`src/rtl/matrix_inverse_4x4_top_defines.svh`:
```
// Assertion macros shared by the matrix inverse RTL.
`ifndef MATRIX_INVERSE_4X4_TOP_DEFINES_SVH
`define MATRIX_INVERSE_4X4_TOP_DEFINES_SVH
`ifndef ASSERT_OFF
// Check a property on every rising edge outside reset.
`define MI4_ASSERT(label, clk, rst, prop) \
  label: assert property (@(posedge clk) disable iff (rst) prop) \
    else $error("mi4 property failed");
// Check that a condition never holds outside reset.
`define MI4_ASSERT_NEVER(label, clk, rst, expr) \
  label: assert property (@(posedge clk) disable iff (rst) !(expr)) \
    else $error("mi4 forbidden condition seen");
`else
`define MI4_ASSERT(label, clk, rst, prop)
`define MI4_ASSERT_NEVER(label, clk, rst, expr)
`endif
`endif

```
`src/rtl/mi4_pkg.sv`:
```
package mi4_pkg;

  localparam int MATRIX_ORDER = 4;
  localparam int ELEMENTS     = MATRIX_ORDER * MATRIX_ORDER;

  localparam logic [3:0] LAST_INDEX = 4'd15;

  // Configuration register indexes
  localparam logic REG_THRESHOLD = 1'b0;
  localparam logic REG_DET_ONLY  = 1'b1;

  // Datapath operations
  localparam logic [2:0] OP_MOV = 3'd0;
  localparam logic [2:0] OP_ADD = 3'd1;
  localparam logic [2:0] OP_SUB = 3'd2;
  localparam logic [2:0] OP_NEG = 3'd3;
  localparam logic [2:0] OP_MUL = 3'd4;

  // Operand sources
  localparam logic [2:0] SRC_EA  = 3'd0;
  localparam logic [2:0] SRC_EB  = 3'd1;
  localparam logic [2:0] SRC_P   = 3'd2;
  localparam logic [2:0] SRC_M2  = 3'd3;
  localparam logic [2:0] SRC_A3  = 3'd4;
  localparam logic [2:0] SRC_DET = 3'd5;
  localparam logic [2:0] SRC_COF = 3'd6;
  localparam logic [2:0] SRC_INV = 3'd7;

  // Result destinations
  localparam logic [2:0] DST_M2  = 3'd0;
  localparam logic [2:0] DST_P   = 3'd1;
  localparam logic [2:0] DST_A3  = 3'd2;
  localparam logic [2:0] DST_DET = 3'd3;
  localparam logic [2:0] DST_COF = 3'd4;
  localparam logic [2:0] DST_OUT = 3'd5;

  // Kinds of emitted result
  localparam logic [1:0] KIND_ZERO = 2'd0;
  localparam logic [1:0] KIND_DET  = 2'd1;
  localparam logic [1:0] KIND_BUF  = 2'd2;

  typedef struct packed {
    logic       exec;
    logic [2:0] op;
    logic [2:0] xsel;
    logic [2:0] ysel;
    logic [2:0] dst;
    logic [3:0] addr_a;
    logic [3:0] addr_b;
    logic [3:0] out_addr;
    logic       div_start;
    logic       emit;
    logic [1:0] emit_kind;
    logic [3:0] emit_idx;
    logic       emit_last;
  } ctl_t;

  typedef struct packed {
    logic singular;
    logic det_only;
    logic div_done;
  } sts_t;

  typedef struct packed {
    logic        clip;
    logic [31:0] val;
  } sat_t;

  // Clip a wide signed value to 32 bits and flag the clip
  function automatic sat_t sat64(input logic signed [63:0] v);
    sat_t r;
    if (v > 64'sd2147483647) begin
      r.clip = 1'b1;
      r.val  = 32'h7fff_ffff;
    end else if (v < -64'sd2147483648) begin
      r.clip = 1'b1;
      r.val  = 32'h8000_0000;
    end else begin
      r.clip = 1'b0;
      r.val  = v[31:0];
    end
    return r;
  endfunction

  // k-th of the three indexes left after removing skip
  function automatic logic [1:0] others(input logic [1:0] skip, input logic [1:0] k);
    return (k < skip) ? k : k + 2'd1;
  endfunction

endpackage

```
`src/rtl/mi4_ctrl.sv`:
```
module mi4_ctrl
  import mi4_pkg::*;
(
  input  logic clk,
  input  logic rst,
  input  logic go,
  input  sts_t sts,
  output ctl_t ctl,
  output logic busy
);

  localparam logic [2:0] S_IDLE   = 3'd0;
  localparam logic [2:0] S_DET    = 3'd1;
  localparam logic [2:0] S_DRAIN  = 3'd2;
  localparam logic [2:0] S_DECIDE = 3'd3;
  localparam logic [2:0] S_DIV    = 3'd4;
  localparam logic [2:0] S_COF    = 3'd5;
  localparam logic [2:0] S_CDRAIN = 3'd6;
  localparam logic [2:0] S_EMIT   = 3'd7;

  logic [2:0] state, state_next;
  logic [1:0] outer, outer_next;
  logic [1:0] inner, inner_next;
  logic [1:0] term, term_next;
  logic [2:0] sub, sub_next;
  logic [3:0] k, k_next;
  logic       zero_mode, zero_mode_next;

  logic [1:0] skip_row, skip_col;
  logic [1:0] r0, r1, r2, c0, c1, c2;
  logic [1:0] ra, rb, rl;
  logic       loop_end;

  assign busy = (state != S_IDLE);

  // Pick the minor's rows and columns
  always_comb begin
    if (state == S_DET) begin
      skip_row = outer;
      skip_col = 2'd0;
    end else begin
      skip_row = inner;
      skip_col = outer;
    end
    r0 = others(skip_row, 2'd0);
    r1 = others(skip_row, 2'd1);
    r2 = others(skip_row, 2'd2);
    c0 = others(skip_col, 2'd0);
    c1 = others(skip_col, 2'd1);
    c2 = others(skip_col, 2'd2);
    rl = (term == 2'd0) ? r0 : ((term == 2'd1) ? r1 : r2);
    ra = (term == 2'd0) ? r1 : r0;
    rb = (term == 2'd2) ? r1 : r2;
  end

  // Issue one datapath command per cycle
  always_comb begin
    ctl = '0;
    if (state == S_DET || state == S_COF) begin
      ctl.exec = 1'b1;
      if (term != 2'd3) begin
        unique case (sub)
          3'd0: begin
            ctl.op = OP_MUL; ctl.xsel = SRC_EA; ctl.ysel = SRC_EB; ctl.dst = DST_M2;
            ctl.addr_a = {ra, c1};
            ctl.addr_b = {rb, c2};
          end
          3'd1: begin
            ctl.op = OP_MUL; ctl.xsel = SRC_EA; ctl.ysel = SRC_EB; ctl.dst = DST_P;
            ctl.addr_a = {ra, c2};
            ctl.addr_b = {rb, c1};
          end
          3'd2: begin
            ctl.op = OP_SUB; ctl.xsel = SRC_M2; ctl.ysel = SRC_P; ctl.dst = DST_M2;
          end
          3'd3: begin
            ctl.op = OP_MUL; ctl.xsel = SRC_EA; ctl.ysel = SRC_M2; ctl.dst = DST_P;
            ctl.addr_a = {rl, c0};
          end
          default: begin
            ctl.dst = DST_A3;
            priority case (term)
              2'd0: begin
                ctl.op = OP_MOV; ctl.xsel = SRC_P;
              end
              2'd1: begin
                ctl.op = OP_SUB; ctl.xsel = SRC_A3; ctl.ysel = SRC_P;
              end
              default: begin
                ctl.op = OP_ADD; ctl.xsel = SRC_A3; ctl.ysel = SRC_P;
              end
            endcase
          end
        endcase
      end else if (state == S_DET) begin
        if (sub == 3'd0) begin
          ctl.op = OP_MUL; ctl.xsel = SRC_EA; ctl.ysel = SRC_A3; ctl.dst = DST_P;
          ctl.addr_a = {outer, 2'd0};
        end else begin
          ctl.dst  = DST_DET;
          ctl.ysel = SRC_P;
          if (outer == 2'd0) begin
            ctl.op = OP_MOV; ctl.xsel = SRC_P;
          end else if (outer[0]) begin
            ctl.op = OP_SUB; ctl.xsel = SRC_DET;
          end else begin
            ctl.op = OP_ADD; ctl.xsel = SRC_DET;
          end
        end
      end else begin
        if (sub == 3'd0) begin
          ctl.op   = (outer[0] ^ inner[0]) ? OP_NEG : OP_MOV;
          ctl.xsel = SRC_A3;
          ctl.dst  = DST_COF;
        end else begin
          ctl.op = OP_MUL; ctl.xsel = SRC_COF; ctl.ysel = SRC_INV; ctl.dst = DST_OUT;
          ctl.out_addr = {outer, inner};
        end
      end
    end
    if (state == S_DECIDE) begin
      if (sts.det_only) begin
        ctl.emit      = 1'b1;
        ctl.emit_kind = KIND_DET;
        ctl.emit_last = 1'b1;
      end else if (!sts.singular) begin
        ctl.div_start = 1'b1;
      end
    end
    if (state == S_EMIT) begin
      ctl.emit      = 1'b1;
      ctl.emit_kind = zero_mode ? KIND_ZERO : KIND_BUF;
      ctl.emit_idx  = k;
      ctl.emit_last = (k == LAST_INDEX);
    end
  end

  // Sequence the run
  always_comb begin
    state_next     = state;
    outer_next     = outer;
    inner_next     = inner;
    term_next      = term;
    sub_next       = sub;
    k_next         = k;
    zero_mode_next = zero_mode;
    loop_end       = 1'b0;
    unique case (state)
      S_IDLE: begin
        if (go) begin
          state_next = S_DET;
          outer_next = 2'd0;
          inner_next = 2'd0;
          term_next  = 2'd0;
          sub_next   = 3'd0;
        end
      end
      S_DET, S_COF: begin
        if (term == 2'd3) begin
          if (sub == 3'd0) begin
            sub_next = 3'd1;
          end else begin
            sub_next  = 3'd0;
            term_next = 2'd0;
            loop_end  = 1'b1;
          end
        end else if (sub == 3'd4) begin
          sub_next  = 3'd0;
          term_next = term + 2'd1;
        end else begin
          sub_next = sub + 3'd1;
        end
        if (loop_end) begin
          if (state == S_DET) begin
            outer_next = outer + 2'd1;
            if (outer == 2'd3) begin
              state_next = S_DRAIN;
            end
          end else begin
            inner_next = inner + 2'd1;
            if (inner == 2'd3) begin
              outer_next = outer + 2'd1;
              if (outer == 2'd3) begin
                state_next = S_CDRAIN;
              end
            end
          end
        end
      end
      S_DRAIN: begin
        state_next = S_DECIDE;
      end
      S_DECIDE: begin
        k_next = 4'd0;
        if (sts.det_only) begin
          state_next = S_IDLE;
        end else if (sts.singular) begin
          zero_mode_next = 1'b1;
          state_next     = S_EMIT;
        end else begin
          zero_mode_next = 1'b0;
          state_next     = S_DIV;
        end
      end
      S_DIV: begin
        if (sts.div_done) begin
          state_next = S_COF;
          outer_next = 2'd0;
          inner_next = 2'd0;
          term_next  = 2'd0;
          sub_next   = 3'd0;
        end
      end
      S_CDRAIN: begin
        k_next     = 4'd0;
        state_next = S_EMIT;
      end
      default: begin
        k_next = k + 4'd1;
        if (k == LAST_INDEX) begin
          state_next = S_IDLE;
        end
      end
    endcase
  end

  always_ff @(posedge clk) begin
    if (rst) begin
      state     <= S_IDLE;
      outer     <= 2'd0;
      inner     <= 2'd0;
      term      <= 2'd0;
      sub       <= 3'd0;
      k         <= 4'd0;
      zero_mode <= 1'b0;
    end else begin
      state     <= state_next;
      outer     <= outer_next;
      inner     <= inner_next;
      term      <= term_next;
      sub       <= sub_next;
      k         <= k_next;
      zero_mode <= zero_mode_next;
    end
  end

endmodule

```
`config.mk`:
```
export PLATFORM = sky130hd
export DESIGN_NAME = mi4_ctrl
export DESIGN_NICKNAME = d
export VERILOG_FILES = /design/src/rtl/matrix_inverse_4x4_top_defines.svh /design/src/rtl/mi4_pkg.sv /design/src/rtl/mi4_ctrl.sv
export SDC_FILE = /design/constraint.sdc
export NUM_CORES = 1
export LEC_CHECK = 0
export ABC_AREA = 0
export CAP_MARGIN = 0
export CELL_PAD_IN_SITES_DETAIL_PLACEMENT = 1
export CELL_PAD_IN_SITES_GLOBAL_PLACEMENT = 2
export CORE_MARGIN = 2
export CORE_UTILIZATION = 35
export CTS_CLUSTER_SIZE = 20
export DETAILED_ROUTE_END_ITERATION = 8
export DONT_BUFFER_PORTS = 1
export PLACE_DENSITY = 0.88
export SLEW_MARGIN = 20
export SYNTH_ARGS = -nofsm -noshare
export SYNTH_HDL_FRONTEND = slang
export SYNTH_SLANG_ARGS = --single-unit
```
`constraint.sdc`:
```
create_clock -name clk -period 3.44 [get_ports clk]
set_clock_uncertainty 0.1 [all_clocks]
set_input_delay 0.86 -clock clk [delete_from_list [all_inputs] [get_ports clk]]
set_output_delay 0.86 -clock clk [all_outputs]
set_load 0.05 [all_outputs]
```
==> results of run 1 <==
cell families after synthesis:
logic type      after synthesis  synth area share
buf+inv                      34            0.0814
compound gates               70             0.273
flops                        17             0.196
xor+xnor                      1           0.00504
mux                           9            0.0605
fa+ha+maj                    18             0.130
simple gates                 84             0.254
power by group:
part / switching [mW] / leakage (nW) / internal, mW
clock: 0.0752 / 0.0217 / 0.0817
combinational: 0.132 / 0.735 / 0.0607
sequential: 0.00609 / 0.138 / 0.201
total: 0.214 / 0.895 / 0.343
critical path: stages (launching register included):
cell	delay [ns]
dfxtp_1	0.34
or3b_4	0.48
inv_4	0.15
mux4_2	0.51
o211a_1	0.23
a41o_1	0.24
buf_12	0.16
metal layers:
layer | up-vias | wire, um
li1 | 887 | -
met1 | 845 | 2520
met2 | 45 | 2480
met3 | 9 | 183
met4 | 0 | 56
met5 | - | 0
flip-flops by register name, summed over array words and instances (netlist names):
register / flops
inner: 2
k: 4
outer: 2
state: 3
sub: 3
term: 2
zero_mode: 1
area by class of cell:
cell class              count  area [sq um]
repair buffers             32           253
flip-flops and latches     17           340
multi-input cells         182          1300
clock inverters             1          7.51
well taps                  67          83.8
fillers                   595          2660
clock buffers               3          41.3
inverters                  17          66.3
worst paths after layout:
kind	from	end	slack [ns]
max	state[0]	ctl[19]	0.11
min	zero_mode	zero_mode	0.37
max reg2reg	sub[0]	state[1]	1.37
min reg2reg	zero_mode	zero_mode	0.37
placed cells by master (no fill, tap or decap), types with 2 or more instances in the layout:
| master | netlist | layout |
|---|---|---|
| a211oi_1 | 7 | 3 |
| a211oi_2 | 0 | 4 |
| a21oi_1 | 18 | 18 |
| a22oi_1 | 4 | 4 |
| a31oi_1 | 4 | 4 |
| a32oi_1 | 3 | 3 |
| and2_1 | 7 | 7 |
| and3_1 | 3 | 3 |
| buf_4 | 1 | 31 |
| clkbuf_8 | 0 | 3 |
| dfxtp_1 | 17 | 17 |
| ha_1 | 18 | 18 |
| inv_1 | 14 | 14 |
| inv_2 | 2 | 2 |
| mux2_2 | 2 | 2 |
| mux2i_1 | 6 | 5 |
| nand2_1 | 13 | 13 |
| nand2b_1 | 3 | 3 |
| nand3_1 | 7 | 7 |
| nand4_1 | 2 | 2 |
| nor2_1 | 22 | 22 |
| nor2b_1 | 3 | 3 |
| nor3_1 | 8 | 8 |
| nor4_2 | 0 | 3 |
| o211a_1 | 3 | 3 |
| o21ai_0 | 12 | 11 |
| o21ai_1 | 1 | 2 |
| o31ai_1 | 4 | 4 |
| or3_1 | 3 | 3 |
| or4_1 | 2 | 2 |
through the flow:
step	cells	hold slack (ns)	instance area (sq um)	TNS, ns
6_report	319	0.367	2100	0
2_1_floorplan	233	0.337	1740	-0.764
5_1_grt	319	0.406	2100	0
3_3_place_gp	315	0.349	2040	0
4_1_cts	319	0.370	2090	0
3_5_place_dp	315	0.354	2040	0
==> run summary, run 1 <==
CP Capture Type - output pin
gpl congestion - 0.875
setup violators final - 0
# rows - 25
Syn Area/Cell - 7.45 sq um
WS Path Type - register to output pin
initial antenna violation count - 0
Via-to-Cell Ratio - 5.60
Critical Path Source Type - register
DRC Markers - 0
Syn-to-layout area delta - 20.7%
Hold Path Class - register to register
pin count of the biggest net entering global routing - 20
Slew Viols, Final - 0
mapped cell area - 0.00174 sq mm
Reg clk slew, reported paths - 0.08 ns
Core Util, Final - 0.441
slew at the pin closest to its max-slew limit - 0.582 ns
total power - 0.557 mW
maximum VDD drop - 0.164 mV
die area - 0.00554 sq mm
n_diodes - 0
pwr dens - 266 mW/mm^2
gr ovfl total - 0
Clock Latency Late Sink - 0.26 ns
crit share post-route - 0.969
global-route wire length before repair - 8700 um
DRT antenna net count - 0
M1 GR Usage - 0.268
register area share after synthesis - 0.196
most area-hungry cell type in the Yosys netlist - dfxtp_1
GRT Overall Usage - 0.199
Final WS setup - 0.107 ns
fmax - 300 MHz
Syn Nets - 257
clock root cell - clkbuf_8
dpl ws - 0.406 ns
CP Data Arrival Time - 2.37 ns
busiest layer in global routing - met2
Post-CTS Resized - 0
unrepaired setup endpoints after global routing - false
run status - completed
Clock Path Buffers - 2
Max FO, Critical Path - 13
Core Region - 0.00475 sq mm
Ys Warns - 0
Max Cap Viol - 0
relative slew slack - 0.612
Vias - 1786
Synth top cells by count - nor2_1, a21oi_1, ha_1
M3 GR Usage - 0.0217
Mapped Cells - 233
CP required - 2.48 ns
TritonCTS Sinks - 17
hold bufs inserted after CTS - 0
dominant synthesized flop cell - dfxtp_1
Post CTS Setup Buffer Count - 0
vias in the first global route - 1823
total CTS buffers - 3
I/O pin total - 41
synth unique cells - 54
Synth area leaders - dfxtp_1, ha_1, a21oi_1
Port-buffer cells - 0
initial drt markers - 93
TritonCTS clock tree - done
LEAKAGE - 0.895 nW
Final min period - 3.33 ns
total detailed-routing wirelength - 5240 um
Hold Crit Depth - 2
share of layout cells above drive strength 1 - 0.234
Initial Utilization - 0.365
Synth top area share - 0.196
register bit count reported by yosys - 17
DRT Pass-1 Iters - 4
DIE WIDTH - 74.4 um
Die Ht - 74.4 um
EDFF count, synth - 0
final hold viol count - 0
NumNets Final - 277
H-tree depth - 1
FF-to-FF path depth - 7
most common cell in the synthesized netlist - nor2_1
wire per inst - 16.4 um
DPL Wire Length - 3920 um
global-route met2 utilization - 0.338
Post-synth ARST share - 0
Note: power is estimated with default switching activity, not from simulation.
==> run 2, diff against run 1 <==
--- a/config.mk
+++ b/config.mk
@@ -15,4 +15,5 @@
 export DETAILED_ROUTE_END_ITERATION = 8
 export DONT_BUFFER_PORTS = 1
+export GPL_TIMING_DRIVEN = 0
 export PLACE_DENSITY = 0.88
 export SLEW_MARGIN = 20
==> constraint.sdc (replaced) <==
create_clock -name clk -period 3.44 [get_ports clk]
set_clock_uncertainty 0.1 [all_clocks]
set_input_delay 0.688 -clock clk [delete_from_list [all_inputs] [get_ports clk]]
set_output_delay 0.688 -clock clk [all_outputs]
set_load 0.05 [all_outputs]
==> run summary, run 2 (same netlist as run 1, synthesis figures left out) <==
DRC Markers - 0 (unchanged)
Sw Pwr - 0.214 mW (about the same)
failing checks - negative setup slack
crit path max-delay cell type - a21oi_1
H-tree depth - 1 (unchanged)
Port-buffer cells - 0 (unchanged)
DR WL met3 - 172 um (-6.0%)
WS Path Type - register to output pin
hold bufs inserted after CTS - 0 (unchanged)
vias in the first global route - 1663 (-8.8%)
final hold viol count - 0 (unchanged)
I/O pin total - 41 (unchanged)
DIE WIDTH - 74.4 um (unchanged)
Slew Viols, Final - 0 (unchanged)
final instance area - 0.00200 sq mm (-4.7%)
Filler cells - 605 (+1.7%)
Power Internal - 0.329 mW (-4.0%)
DRT Pass-1 Iters - 4 (unchanged)
Reg clk slew, reported paths - 0.08 ns (about the same)
DRT antenna net count - 0 (unchanged)
fin cells - 306 (-4.1%)
Post CTS Setup Buffer Count - 0 (unchanged)
wire per inst - 16.8 um (+2.5%)
initial antenna violation count - 0 (unchanged)
gpl congestion - 0.861 (-1.6%)
NumNets Final - 264 (-4.7%)
slowest cell delay on critical path - 0.83 ns (+0.32 ns)
placed insts - 302 (-4.1%)
Clock Path Buffers - 2 (unchanged)
unrepaired setup endpoints after global routing - true
Vias - 1755 (-1.7%)
fmax - 287 MHz (-4.2%)
slew at the pin closest to its max-slew limit - 1.19 ns (+0.606 ns)
multi-input logic area - 0.00137 sq mm (+5.1%)
Sequential Area - 340 sq um (unchanged)
commonest non-fill, non-tap cells in the layout - nor2_1, ha_1, dfxtp_1
relative slew slack - 0.204 (-0.407)
total CTS buffers - 3 (unchanged)
Hold Path Class - register to register
CP Cell Sequence - buf_2 -> nand2b_1 -> clkbuf_1 -> inv_2 -> o31ai_1 -> a21oi_1
DPL Wire Length - 3950 um (+0.78%)
n_diodes - 0 (unchanged)
Initial Utilization - 0.365 (unchanged)
Max Cap Viol - 0 (unchanged)
TritonCTS clock tree - done
Bufs and invs on worst path - 3 (+1)
clock share of power - 0.280 (-0.002)
Via-to-Cell Ratio - 5.74 (+2.4%)
top sig layer - met4
Critical Path Source Type - register
CP Data Arrival Time - 2.69 ns (+0.32 ns)
run status - finished with violations
setup violators final - 2 (+2)
LEAKAGE - 0.792 nW (-11%)
Metal-1 WL - 2450 um (-2.6%)
crit share post-route - 1.01 (+0.0426)
TritonCTS Sinks - 17 (unchanged)
CP required - 2.65 ns (+0.17 ns)
GRT Overall Usage - 0.191 (-0.00829)
Die Ht - 74.4 um (unchanged)
Clock Latency Late Sink - 0.26 ns (about the same)
Total Neg Setup Slack - -0.0726 ns (-0.0726 ns)
CP Capture Type - output pin
Final WS setup - -0.0396 ns (-0.146 ns)
Placed Instance Area - 0.00189 sq mm (-7.7%)
Syn-to-layout area delta - 15.0%
pwr dens - 272 mW/mm^2 (+2.4%)
die area - 0.00554 sq mm (unchanged)
clock root cell - clkbuf_8
Comb pwr share - 0.342 (-0.005)
maximum VDD drop - 0.156 mV (-4.6%)
gr ovfl total - 0 (unchanged)
share of layout cells above drive strength 1 - 0.188 (-0.0458)
top cell family by delay on the critical path - compound AO/OA/AOI/OAI gates
Core Region - 0.00475 sq mm (unchanged)
total detailed-routing wirelength - 5160 um (-1.7%)
max reg flops - 4 (unchanged)
Top reg by flops - k
# rows - 25 (unchanged)
Flop pwr share - 0.378 (+0.007)
Max FO, Critical Path - 10 (-3)
Final min period - 3.48 ns (+0.146 ns)
switching part of the total power - 0.394 (+0.00989)
initial drt markers - 81 (-13%)
global-route wire length before repair - 8400 um (-3.5%)
pin count of the biggest net entering global routing - 12 (-40%)
Top Registers - k: 4 flops, state: 3 flops, sub: 3 flops
met2 WL - 2490 um (+0.32%)
-- run 2: path summary, 6_finish.rpt --
path	depth (start not counted)	start	endpoint	slack [ns]
setup / recovery	6	state[1]	ctl[24]	-0.04
hold / removal	2	zero_mode	zero_mode	0.38
setup reg to reg	9	sub[0]	inner[0]	1.15
hold reg to reg	2	zero_mode	zero_mode	0.38
-- run 2: worst reg2reg max path, cell delays in order, from the launching register on --
cell	delay [ns]
dfxtp_1	0.38
inv_1	0.09
ha_1	0.19
clkbuf_1	0.20
nand2b_1	0.12
buf_4	0.19
inv_2	0.15
nor4_1	0.48
nor2_1	0.10
a211oi_1	0.22
-- run 2: per-layer routing --
| metal | GRT usage | vias up |
|---|---|---|
| met5 | 0 | - |
| met4 | 0.0377 | 0 |
| met3 | 0.0257 | 4 |
| met2 | 0.338 | 30 |
| met1 | 0.248 | 860 |
| li1 | - | 861 |
-- run 2: layout make-up --
type | instances | share of cell area
repair buffers | 2 | 0.00752
plain buffers | 17 | 0.0376
inverters | 17 | 0.0332
multi-input cells | 182 | 0.686
clock inverters | 1 | 0.00251
well taps | 67 | 0.0420
flip-flops and latches | 17 | 0.170
clock buffers | 3 | 0.0207
-- run 2: power by group through the flow --
stage / registers, mW / logic, mW / clock network, mW
finish: 0.205 / 0.186 / 0.152
detailed placement: 0.210 / 0.179 / 0
global route: 0.206 / 0.200 / 0.168
global placement: 0.210 / 0.169 / 0
CTS: 0.206 / 0.180 / 0.155
floorplan: 0.208 / 0.143 / 0
-- run 2: metrics by stage --
step	utilization	power, mW	hold WS, ns	worst slack [ns]
2_1_floorplan	-	0.352	0.337	-0.00357
3_3_place_gp	0.383	0.379	0.365	-0.342
3_5_place_dp	0.397	0.389	0.365	0.135
4_1_cts	0.408	0.541	0.379	-0.0793
5_1_grt	0.420	0.574	0.392	-0.110
6_report	0.420	0.543	0.380	-0.0396
-- run 2: repair_timing --
| action | in CTS | in global routing |
|---|---|---|
| endpoints found under the setup margin | 5 | 13 |
| gates resized for setup | 2 | 12 |
| pin swaps | 0 | 1 |
| endpoints found under the hold margin | 0 | 0 |
==> run 3, diff against run 2 <==
- CTS_CLUSTER_DIAMETER: not set -> 50
- GPL_TIMING_DRIVEN: 0 -> not set
- clock period: 3.44 -> 3.7 ns (I/O delays scaled with it)
==> run summary, run 3 (same netlist as run 1, synthesis figures left out) <==
TritonCTS Sinks - 17 (unchanged)
Hold Path Class - register to register
Die Ht - 74.4 um (unchanged)
DRC Markers - 0 (unchanged)
total detailed-routing wirelength - 5080 um (-1.4%)
Bufs and invs on worst path - 3 (unchanged)
Clock Path Buffers - 2 (unchanged)
GRT Overall Usage - 0.194 (+0.00277)
clock root cell - clkbuf_8
vias in the first global route - 1683 (+1.2%)
CP required - 2.86 ns (+0.21 ns)
pwr dens - 249 mW/mm^2 (-8.3%)
Post-CTS Resized - 0 (-2)
Max Cap Viol - 0 (unchanged)
fmax - 305 MHz
LEAKAGE - 0.868 nW (+9.6%)
DPL Wire Length - 3880 um (-1.7%)
maximum VDD drop - 0.159 mV (+1.6%)
gr ovfl total - 0 (unchanged)
initial drt markers - 76 (-6.2%)
crit path max-delay cell type - and2_1
placed insts - 310 (+2.6%)
Post CTS Setup Buffer Count - 0 (unchanged)
Final min period - 3.28 ns
run status - completed
Via-to-Cell Ratio - 5.63 (-1.9%)
CP Cell Sequence - inv_1 -> ha_1 -> nand2b_1 -> inv_2 -> nor4_1 -> buf_4 -> and2_1
gpl congestion - 0.863 (+0.29%)
share of layout cells above drive strength 1 - 0.211 (+0.0222)
NumNets Final - 272 (+3.0%)
Top reg by flops - k
n_diodes - 0 (unchanged)
setup violators final - 0 (-2)
pin count of the biggest net entering global routing - 19 (+7)
slowest cell delay on critical path - 0.44 ns (-0.39 ns)
# rows - 25 (unchanged)
Core Region - 0.00475 sq mm (unchanged)
crit share post-route - 0.887
fin cells - 314 (+2.6%)
Top Registers - k: 4 flops, state: 3 flops, sub: 3 flops
Port-buffer cells - 0 (unchanged)
global-route wire length before repair - 8400 um (unchanged)
H-tree depth - 1 (unchanged)
Reg clk slew, reported paths - 0.07 ns (about the same)
TritonCTS clock tree - done
Clock Latency Late Sink - 0.26 ns (about the same)
Vias - 1767 (+0.68%)
die area - 0.00554 sq mm (unchanged)
wire per inst - 16.2 um (-3.9%)
Initial Utilization - 0.365 (unchanged)
CP Data Arrival Time - 2.44 ns (-0.25 ns)
Slew Viols, Final - 0 (unchanged)
hold bufs inserted after CTS - 0 (unchanged)
initial antenna violation count - 0 (unchanged)
WS Path Type - register to output pin
relative slew slack - 0.326 (+0.122)
commonest non-fill, non-tap cells in the layout - buf_4, nor2_1, a21oi_1, ha_1, dfxtp_1
CP Capture Type - output pin
Critical Path Source Type - register
top cell family by delay on the critical path - simple AND/OR/NAND/NOR gates
Fin Hold WS - 0.367 ns (-0.0128 ns)
DRT Pass-1 Iters - 4 (unchanged)
Max FO, Critical Path - 10 (unchanged)
final hold viol count - 0 (unchanged)
unrepaired setup endpoints after global routing - false
Syn-to-layout area delta - 17.4%
DRT antenna net count - 0 (unchanged)
Total Neg Setup Slack - 0 ns (+0.0726 ns)
total CTS buffers - 3 (unchanged)
DIE WIDTH - 74.4 um (unchanged)
commonest non-fill, non-tap cell in the layout - buf_4
I/O pin total - 41 (unchanged)
max reg flops - 4 (unchanged)
slew at the pin closest to its max-slew limit - 1.01 ns (-0.179 ns)
[run 3: cell count changes in the layout (fill, tap and decap cells not counted), moves of 2 or more]
cell / delta
and2_1: +2
a21oi_1: +2
nor2_1: +4
and2_2: -2
clkbuf_1: -8
nor2_2: -4
buf_4: +24
buf_2: -6
[run 3: area by class of cell]
class	instances	area (sq um)
clock buffer	4	45.0
timing repair buffer	27	203
fill	605	2720
inverter	17	66.3
sequential	17	340
tap	67	83.8
multi-input combinational	182	1300
[run 3: power by group]
group,total [mW],internal [mW],switching [mW]
logic,0.175,0.0526,0.122
clock network,0.141,0.0765,0.0648
registers,0.192,0.187,0.00541
total,0.508,0.316,0.192
[run 3: worst register-to-register path, delay by kind of cell, from the launching register on]
kind	cells	cell delay, ns
buffers and inverters	1	0.19
multiplexers	1	0.36
AO/OA/AOI/OAI	3	1.25
flip-flops	1	0.34
[run 3: stage by stage]
step           utilization  setup slack (ns)  power, mW  area, sq um
2_1_floorplan            -             0.204      0.327         1740
3_3_place_gp         0.419             0.766      0.369         1990
3_5_place_dp         0.419             0.695      0.371         1990
4_1_cts              0.429             0.394      0.515         2040
5_1_grt              0.429             0.173      0.540         2040
6_report             0.429             0.417      0.508         2040
[run 3: final timing paths]
kind,start,endpoint,slack [ns],depth (start not counted)
worst max-delay path,sub[0],ctl[10],0.42,7
worst max register to register,state[2],sub[0],1.37,5
worst min-delay path,zero_mode,zero_mode,0.37,2
worst min register to register,zero_mode,zero_mode,0.37,2
[run 3: metal layers]
| layer | track usage | part of all wire | vias to the layer above |
|---|---|---|---|
| met5 | 0 | 0 | - |
| met4 | 0.0675 | 0.015 | 0 |
| met3 | 0.0244 | 0.039 | 8 |
| met2 | 0.302 | 0.45 | 35 |
| met1 | 0.275 | 0.49 | 842 |
| li1 | - | - | 882 |
